`src/hw/rtl/dplp_pkg.sv`:
```
// Package for the decimal pair line parser: character codes, phase and status codes.
package dplp_pkg;

    localparam int ValueWidth = 31;
    localparam int CharWidth  = 8;

    localparam logic [ValueWidth-1:0] MaxMagnitude = {ValueWidth{1'b1}};

    localparam logic [CharWidth-1:0] ChSeparator = 8'h2C;
    localparam logic [CharWidth-1:0] ChPlus      = 8'h2B;
    localparam logic [CharWidth-1:0] ChMinus     = 8'h2D;
    localparam logic [CharWidth-1:0] ChZero      = 8'h30;
    localparam logic [CharWidth-1:0] ChNine      = 8'h39;
    localparam logic [CharWidth-1:0] ChSpace     = 8'h20;
    localparam logic [CharWidth-1:0] ChTab       = 8'h09;
    localparam logic [CharWidth-1:0] ChCr        = 8'h0D;

    // field phase codes
    localparam logic [2:0] PhLead   = 3'd0;
    localparam logic [2:0] PhSign   = 3'd1;
    localparam logic [2:0] PhDigits = 3'd2;
    localparam logic [2:0] PhTrail  = 3'd3;
    localparam logic [2:0] PhBad    = 3'd4;

    // side status codes
    localparam logic [1:0] StBlank   = 2'd0;
    localparam logic [1:0] StValid   = 2'd1;
    localparam logic [1:0] StInvalid = 2'd2;

    // C-locale whitespace: space, TAB..CR
    function automatic logic is_blank(input logic [CharWidth-1:0] c);
        is_blank = (c == ChSpace) || (c >= ChTab && c <= ChCr);
    endfunction

    function automatic logic is_digit(input logic [CharWidth-1:0] c);
        is_digit = (c >= ChZero) && (c <= ChNine);
    endfunction

endpackage

```
`src/hw/rtl/decimal_pair_line_parser.sv`:
```
// Decimal pair line parser: splits a text line at its first comma, reads two integers.
// Words are parsed from the input register; end-of-line words load the result register.
// Throughput: one word per cycle unless an end-of-line word meets a full result
//   slot; the per-character multiply-by-ten add and phase update sit between the
//   input register and the parser state.
// Reset: aresetn (synchronous, active low) empties both registers and returns
//   the parser to the start of a line.
module decimal_pair_line_parser (
    input  logic        aclk,
    input  logic        aresetn,
    input  logic        s_tvalid,
    output logic        s_tready,
    input  logic [7:0]  s_tdata,   // [7:0] char_code
    input  logic        s_tlast,   // is_end
    output logic        m_tvalid,
    input  logic        m_tready,
    output logic [63:0] m_tdata,   // [30:0] source_value, [61:31] dest_value, [63:62] zero
    output logic [1:0]  m_tuser    // [0] line_valid, [1] dest_present
);
    import dplp_pkg::*;

    // input register
    logic                  in_valid_reg;
    logic                  in_last_reg;
    logic [CharWidth-1:0]  in_char_reg;

    // parser state
    logic                  after_comma_reg,  after_comma_next;
    logic [2:0]            phase_reg,        phase_next;
    logic                  minus_reg,        minus_next;
    logic [ValueWidth-1:0] acc_reg,          acc_next;
    logic                  ovf_reg,          ovf_next;
    logic [1:0]            first_status_reg, first_status_next;
    logic [ValueWidth-1:0] first_value_reg,  first_value_next;

    // result register
    logic                  m_valid_reg;
    logic                  line_valid_reg,   line_valid_next;
    logic                  dest_present_reg, dest_present_next;
    logic [ValueWidth-1:0] src_reg,          src_next;
    logic [ValueWidth-1:0] dst_reg,          dst_next;

    logic                  advance;
    logic                  out_load;
    logic [1:0]            side_st;
    logic [ValueWidth-1:0] digit_val;
    logic [ValueWidth+3:0] acc_x10;

    // a character always moves on; an end-of-line word waits for a free result slot
    assign out_load = in_valid_reg && in_last_reg;
    assign advance  = in_valid_reg && (!in_last_reg || !m_valid_reg || m_tready);
    assign s_tready = !in_valid_reg || advance;

    assign digit_val = ValueWidth'(in_char_reg - ChZero);
    // acc * 10 as (acc << 3) + (acc << 1), plus the new digit
    assign acc_x10 = {acc_reg, 3'b000} + {2'b00, acc_reg, 1'b0} + {4'b0000, digit_val};

    // status of the side being read now
    always_comb begin
        if (phase_reg == PhLead) begin
            side_st = StBlank;
        end else if (phase_reg != PhDigits && phase_reg != PhTrail) begin
            side_st = StInvalid;
        end else if (ovf_reg) begin
            side_st = StInvalid;
        end else if (minus_reg && acc_reg != '0) begin
            side_st = StInvalid;
        end else begin
            side_st = StValid;
        end
    end

    always_comb begin
        after_comma_next  = after_comma_reg;
        phase_next        = phase_reg;
        minus_next        = minus_reg;
        acc_next          = acc_reg;
        ovf_next          = ovf_reg;
        first_status_next = first_status_reg;
        first_value_next  = first_value_reg;
        line_valid_next   = 1'b0;
        dest_present_next = 1'b0;
        src_next          = '0;
        dst_next          = '0;

        if (in_last_reg) begin
            // end of line: build the result, then back to the start of a line
            if (after_comma_reg && first_status_reg == StValid) begin
                if (side_st == StBlank) begin
                    line_valid_next = 1'b1;
                    src_next        = first_value_reg;
                end else if (side_st == StValid) begin
                    line_valid_next   = 1'b1;
                    src_next          = first_value_reg;
                    dest_present_next = 1'b1;
                    dst_next          = acc_reg;
                end
            end
            after_comma_next  = 1'b0;
            phase_next        = PhLead;
            minus_next        = 1'b0;
            acc_next          = '0;
            ovf_next          = 1'b0;
            first_status_next = StBlank;
            first_value_next  = '0;
        end else if (in_char_reg == ChSeparator && !after_comma_reg) begin
            // first comma closes the source side
            first_status_next = side_st;
            first_value_next  = acc_reg;
            after_comma_next  = 1'b1;
            phase_next        = PhLead;
            minus_next        = 1'b0;
            acc_next          = '0;
            ovf_next          = 1'b0;
        end else begin
            case (phase_reg)
                PhLead: begin
                    if (is_blank(in_char_reg)) begin
                        phase_next = PhLead;
                    end else if (in_char_reg == ChPlus) begin
                        phase_next = PhSign;
                    end else if (in_char_reg == ChMinus) begin
                        minus_next = 1'b1;
                        phase_next = PhSign;
                    end else if (is_digit(in_char_reg)) begin
                        phase_next = PhDigits;
                        acc_next   = digit_val;
                    end else begin
                        phase_next = PhBad;
                    end
                end
                PhSign: begin
                    if (is_digit(in_char_reg)) begin
                        phase_next = PhDigits;
                        acc_next   = digit_val;
                    end else begin
                        phase_next = PhBad;
                    end
                end
                PhDigits: begin
                    if (is_digit(in_char_reg)) begin
                        // saturate once the magnitude passes the 31-bit limit
                        if (acc_x10[ValueWidth+3:ValueWidth] != '0) begin
                            ovf_next = 1'b1;
                            acc_next = MaxMagnitude;
                        end else begin
                            acc_next = acc_x10[ValueWidth-1:0];
                        end
                    end else if (is_blank(in_char_reg)) begin
                        phase_next = PhTrail;
                    end else begin
                        phase_next = PhBad;
                    end
                end
                PhTrail: begin
                    if (!is_blank(in_char_reg)) begin
                        phase_next = PhBad;
                    end
                end
                default: begin
                    phase_next = PhBad;
                end
            endcase
        end
    end

    // input register
    always_ff @(posedge aclk) begin
        if (!aresetn) begin
            in_valid_reg <= 1'b0;
        end else if (s_tready) begin
            in_valid_reg <= s_tvalid;
        end
        if (s_tready && s_tvalid) begin
            in_last_reg <= s_tlast;
            in_char_reg <= s_tdata;
        end
    end

    // parser state
    always_ff @(posedge aclk) begin
        if (!aresetn) begin
            after_comma_reg  <= 1'b0;
            phase_reg        <= PhLead;
            minus_reg        <= 1'b0;
            acc_reg          <= '0;
            ovf_reg          <= 1'b0;
            first_status_reg <= StBlank;
            first_value_reg  <= '0;
        end else if (advance) begin
            after_comma_reg  <= after_comma_next;
            phase_reg        <= phase_next;
            minus_reg        <= minus_next;
            acc_reg          <= acc_next;
            ovf_reg          <= ovf_next;
            first_status_reg <= first_status_next;
            first_value_reg  <= first_value_next;
        end
    end

    // result register
    always_ff @(posedge aclk) begin
        if (!aresetn) begin
            m_valid_reg <= 1'b0;
        end else if (advance && out_load) begin
            m_valid_reg <= 1'b1;
        end else if (m_tready) begin
            m_valid_reg <= 1'b0;
        end
        if (advance && out_load) begin
            line_valid_reg   <= line_valid_next;
            dest_present_reg <= dest_present_next;
            src_reg          <= src_next;
            dst_reg          <= dst_next;
        end
    end

    assign m_tvalid = m_valid_reg;
    assign m_tdata  = {2'b00, dst_reg, src_reg};
    assign m_tuser  = {dest_present_reg, line_valid_reg};

endmodule

```
`config.mk`:
```
export PLATFORM = sky130hd
export DESIGN_NAME = decimal_pair_line_parser
export DESIGN_NICKNAME = d
export VERILOG_FILES = /design/src/hw/rtl/dplp_pkg.sv /design/src/hw/rtl/decimal_pair_line_parser.sv
export SDC_FILE = /design/constraint.sdc
export NUM_CORES = 1
export LEC_CHECK = 0
export ABC_AREA = 1
export BUFFER_PORTS_ARGS = -buffer_cell sky130_fd_sc_hd__buf_2
export CAP_MARGIN = 40
export CORE_MARGIN = 8
export CORE_UTILIZATION = 40
export DETAILED_ROUTE_END_ITERATION = 7
export SLEW_MARGIN = 15
export SYNTH_ARGS = -nofsm -noshare
export SYNTH_HDL_FRONTEND = slang
export SYNTH_SLANG_ARGS = --single-unit
```
`constraint.sdc`:
```
create_clock -name aclk -period 4.9 [get_ports aclk]
set_input_delay 0.735 -clock aclk [delete_from_list [all_inputs] [get_ports aclk]]
set_output_delay 0.735 -clock aclk [all_outputs]
set_load 0.03 [all_outputs]
```
# Word level (Yosys, flattened, before mapping)
# Index checks and enable logic that the tools add are counted.
# totals
ff_bits,145
inputBits,13
wordCells,128
# classes
n_addsub,3
order_cmp,4
n_eq_ne,19
muxes,46
bitwise_logic,3
reduce_logical,38
# ops
cell,n
31-bit two-way mux,12
31-bit one-hot mux with 3 select lines,1
34-bit by 32-bit adder with 35-bit output,1
35-bit by 31-bit adder with 35-bit output,1
8-bit by 6-bit == test with 1-bit output (second input constant),4
31-bit nonzero test,1
3-bit two-way mux,9
4-bit inequality test (second input constant),6
1-bit two-way mux,17
3-bit nonzero test,5
2-bit two-way mux,6
3-bit one-hot mux with 4 select lines,1
1-bit logical AND,10
8-bit by 6-bit subtractor with 9-bit output (second input constant),1
8-bit by 4-bit greater-or-equal comparator with 1-bit output (second input constant),1
8-bit by 6-bit greater-or-equal comparator with 1-bit output (second input constant),1
8-bit by 4-bit <= comparator with 1-bit output (second input constant),1
8-bit by 6-bit <= comparator with 1-bit output (second input constant),1
3-bit by 2-bit == test with 1-bit output (second input constant),2
3-bit by 2-bit inequality test with 1-bit output (second input constant),2
3-bit inequality test (second input constant),2
6-bit AND reduction,1
5-bit AND reduction,1
5-bit nonzero test,1
other kinds (14),25

# Longest topological paths before layout
# logic_depth
word_depth,9
depth_mapped,23
ltp_nobuf,23

# Worst setup path before layout
# OpenSTA, ideal clock, no wires.
# synth_path
kind,register to register
startpoint,register in_char_reg[4]
endpoint,register acc_reg[18]
setup_ns,0.138
t_arrival_ns,4.462
path_slack_ns,0.300
stages_incl_launch_ff,20
path_buffers,1
synth_period_minus_slack_ns,4.600
cell_sequence,edfxtp_1 > ha_1 > nor2_1 > inv_1 > fa_1 > inv_1 > ha_1 > a21oi_1 > nand2_1 > nand2_1 > nand2_1 > a21oi_1 > nand2_1 > nand2_1 > nand2_1 > nor2_4 > buf_4 > nand4_1 > nand2_1 > a21oi_2
# synth_via
elab_chain_len,9
word_cells_on_any_way,30
cone_classes,add/sub: 2; order compare: 4; eq/ne: 8; mux: 9; reduce/logical: 7
# synth_rtl
item,line_no,source
"start, declared",decimal_pair_line_parser.sv:25,logic [CharWidth-1:0] in_char_reg;
"start signal, assigned",decimal_pair_line_parser.sv:176,in_char_reg <= s_tdata;
branches (longest 9 deep; another with 35-bit by 31-bit adder with 35-bit output),n/a,
"end signal, assigned",decimal_pair_line_parser.sv:194,acc_reg <= acc_next;
"end, declared",decimal_pair_line_parser.sv:31,"logic [ValueWidth-1:0] acc_reg, acc_next;"
# Several ways; the timed one is not identified. The select of a mux whose other input is x is not followed.
# A chain may end at the register's enable or synchronous reset.

# Worst setup path after layout
# layout_path
startpoint,register in_char_reg[4]
endpoint,register acc_reg[3]
# layout_via
elab_chain_len,9
word_cells_on_any_way,30
cone_classes,add/sub: 2; order compare: 4; eq/ne: 8; mux: 9; reduce/logical: 7
# layout_rtl
item
branches (longest 9 deep; another with 35-bit by 31-bit adder with 35-bit output)
# Several ways; the timed one is not identified. The select of a mux whose other input is x is not followed.

==> summary.md <==
| Metric | Value |
|---|---|
| Post-synthesis compound-gate area fraction | `0.0917` |
| Row cnt | `54` |
| CP Data Arrival Time | `4560 ps` |
| Initial Utilization | `0.406` |
| FF-to-FF setup slack | `650 ps` |
| Unrepaired setup endpoints after global routing | `false` |
| Worst-Skew Late Latency | `420 ps` |
| H-tree depth | `4` |
| Seq cells post-synth | `145` |
| # placed instances | `1445` |
| CP delay by family, top | `simple AND/OR/NAND/NOR gates` |
| Metal2 WL | `9570 um` |
| Hold Crit Start | `first_value_reg[12]$_SDFFE_PN0P_` |
| CP Capture Type | `flop` |
| GRT Residual Overflow | `0` |
| Max clock buf depth | `2` |
| Core box area | `21800 um^2` |
| Met3 Routed Length | `1040 um` |
| Slowest-stage cell, CP | `fa_1` |
| Pwr Density | `271 nW/um^2` |
| Dpl ws | `422 ps` |
| Initial antenna violation count | `0` |
| Count of mapped cells out of synthesis | `1107` |
| Measured slew at the worst slew-check pin | `758 ps` |
| Hold WS | `480 ps` |
| Post-synthesis cell type count | `46` |
| Cts hold-fix bufs | `0` |
| Antenna Nets Post-Route | `0` |
| Final hold viol count | `0` |
| Final Max Slew Viols | `0` |
| Main synth FF type | `edfxtp_1` |
| Die width | `165 um` |
| Layout cells sized above 1 | `0.143` |
| Clock Skew | `18.1 ps` |
| Reg2reg start | `in_char_reg[4]$_DFFE_PP_` |
| Main combinational cell family by area after synthesis | `simple AND/OR/NAND/NOR gates` |
| Area Overhead vs Synth | `14.4%` |
| IO Count | `81` |
| Synth Area in Simple Gates | `0.257` |
| Fin util | `0.464` |
| Ys async rst share | `0` |
| Post-DR wirelength/cell | `14.7 um` |
| CP startpoint kind | `flop` |
| Number of port buffers | `78` |
| 1st-iter DRT viols | `527` |
| R2R Path End | `acc_reg[3]$_SDFFE_PN0P_` |
| Post-synth EDFFs | `73` |
| Maximum capacitance violations | `0` |
| Total Routing Usage GR | `0.165` |
| Crit share post-route | `0.867` |
| First-pass DRT Iterations | `4` |
| Fin nets | `1264` |
| Min setup slack post-route | `650 ps` |
| Vias post-DR | `7260` |
| Vias per cell | `4.92` |
| Cells on Worst Hold Path | `2` |
| Total CTS buffers | `17` |
| GPL Wtd Cong | `0.915` |
| Clock sink total | `145` |
| Worst slew margin | `0.494` |
| Setup-failing EPs final | `0` |
| Metal-1 WL | `10900 um` |
| CP max FO | `26` |
| Final Non-Filler Cells | `1477` |
| Critical path buffers and inverters | `3` |
| Hold Crit Class | `flop to flop` |
| Seq/Total Area, Yosys | `0.412` |
| Die ar. | `27100 um^2` |
| Root buffer cell | `clkbuf_16` |
| Synth top area cells | `edfxtp_1 (25%), dfxtp_1 (16%), nand2_1 (12%)` |
| Hold path endpoint | `first_value_reg[12]$_SDFFE_PN0P_` |
| TritonCTS clock tree | `yes` |
| Final WL | `21700 um` |
| Synth area leader | `edfxtp_1` |
| FF-to-FF path depth | `20` |
| Syn avg cell area | `7.98 um^2` |
| Crit path required time | `5210 ps` |
| DR top layer | `met4` |
| FMAX | `235 MHz` |
| Synth Area in XOR/XNOR | `0.0179` |
| Fin Setup TNS | `0 ps` |
| Critical-path cell list | `ha_1 > nor2_4 > inv_1 > fa_1 > inv_1 > ha_1 > a21oi_1 > nand2_1 > nand2_1 > nand2_1 > a21oi_1 > nand2_1 > nand2_1 > nand2_1 > nor2_4 > nand2_4 > inv_2 > nand2_1 > o21ai_1 > nand2_1` |
| Kind of critical path | `flop to flop` |
| Mapped Area | `8830 um^2` |
| Largest stage delay on the critical path | `540 ps` |
| Number of global-route vias before repair | `7019` |
| Placed Area | `9520 um^2` |
| Clk slew on worst S/H paths | `70 ps` |
| Status | `complete, no violations` |
| Setup Fix Bufs, Post-CTS | `0` |
| Synth warn | `0` |
| Final min period | `4250 ps` |
| Die Span Y | `165 um` |
| Dpl hpwl | `17200 um` |
| First-pass GRT wire length | `36000 um` |
| # DRC | `0` |
| Post-synthesis mux area share | `0` |
| Post-synth top area share | `0.248` |
| Cell leakage power | `4.38 nW` |
| Largest net degree at the start of global routing | `36` |
| Fin area | `10100 um^2` |
| Power Total | `2.74 mW` |
| ANT cells | `0` |
| Critical path's most frequent cell | `nand2_1` |
| Synth Area in Adders | `0.120` |
| Worst-case vdd ir drop | `0.232 mV` |
## synthesized netlist by cell type (2+ instances only)
cell type and count:
nand2_1 282, inv_1 178, nor2_1 122, edfxtp_1 73, dfxtp_1 72, a21oi_1 57, ha_1 38, nand4_1 38
nand3_1 32, o22ai_1 31, fa_1 29, a21oi_2 16, clkbuf_1 15, o21ai_0 12, nor4_1 11, inv_2 10
xor2_1 10, nor3_1 8, xnor2_1 8, buf_2 7, buf_4 6, buf_6 4, nand2_2 4, nand3b_1 4
nor2_2 4, nor2_4 4, o21bai_1 4, o21a_1 3, a21o_1 2, and2_1 2, nand2_4 2, nor3_2 2
o21ai_1 2, or2_1 2, or2_2 2
## worst max path at each step
| stage | start | end | depth (start not counted) | slack [ps] |
|---|---|---|---|---|
| final | in_char_reg[4]$_DFFE_PP_ | acc_reg[3]$_SDFFE_PN0P_ | 20 | 650 |
| after global routing | in_char_reg[4]$_DFFE_PP_ | acc_reg[3]$_SDFFE_PN0P_ | 20 | 270 |
| after CTS | in_char_reg[4]$_DFFE_PP_ | acc_reg[3]$_SDFFE_PN0P_ | 19 | 370 |
| after floorplan | in_char_reg[4]$_DFFE_PP_ | acc_reg[18]$_SDFFE_PN0P_ | 19 | 300 |
| after global placement | in_char_reg[4]$_DFFE_PP_ | acc_reg[3]$_SDFFE_PN0P_ | 19 | 510 |
| after detailed placement | in_char_reg[4]$_DFFE_PP_ | acc_reg[3]$_SDFFE_PN0P_ | 19 | 420 |
## cells in the final DEF (no fill, tap or decap), types with 10 or more instances in the layout
master	Yosys	routed
nand2_1	282	282
inv_1	178	177
nor2_1	122	121
buf_2	7	78
edfxtp_1	73	73
dfxtp_1	72	72
a21oi_1	57	57
nand4_1	38	38
ha_1	38	38
nand3_1	32	32
o22ai_1	31	31
fa_1	29	29
clkbuf_16	0	17
a21oi_2	16	15
o21ai_0	12	12
inv_2	10	11
nor4_1	11	11
xor2_1	10	10
## timing repair
action / 4_1_cts / 5_1_grt
resized for setup: 0 / 1
endpoints found under the hold margin: 0 / 0
setup endpoints to repair: 0 / 1
## final cells by class
class / count / area [um^2]
clock buffers: 17 / 425
clock inverters: 15 / 145
fillers: 2165 / 11700
inverters: 190 / 714
multi-input cells: 741 / 4320
flip-flops and latches: 145 / 3630
well taps: 280 / 350
repair buffers: 89 / 513
## metal layers
layer / global-route usage / vias to the layer above
li1: - / 3731
met1: 0.233 / 3371
met2: 0.259 / 142
met3: 0.0222 / 16
met4: 0.0475 / 0
met5: 0 / -
## worst register-to-register path, stage by stage (launching register included)
cell and delay, ps:
edfxtp_1 450, ha_1 320, nor2_4 340, inv_1 240, fa_1 540, inv_1 60
ha_1 350, a21oi_1 250, nand2_1 130, nand2_1 70, nand2_1 50, a21oi_1 160
nand2_1 80, nand2_1 60, nand2_1 90, nor2_4 480, nand2_4 120, inv_2 120
nand2_1 50, o21ai_1 140, nand2_1 50
## logic make-up after synthesis
family                   count (synthesis)
AO/OA/AOI/OAI                          132
XOR/XNOR                                18
adder cells (fa/ha/maj)                 67
buffers and inverters                  222
flip-flops                             145
other                                    1
AND/OR/NAND/NOR                        522
## power by group
part           internal, mW  switching, mW  total [mW]
clock                 0.712          0.537        1.25
sequential             1.29        0.00989        1.30
combinational        0.0595          0.135       0.195
No activity file was read; power rests on OpenSTA's default activity.
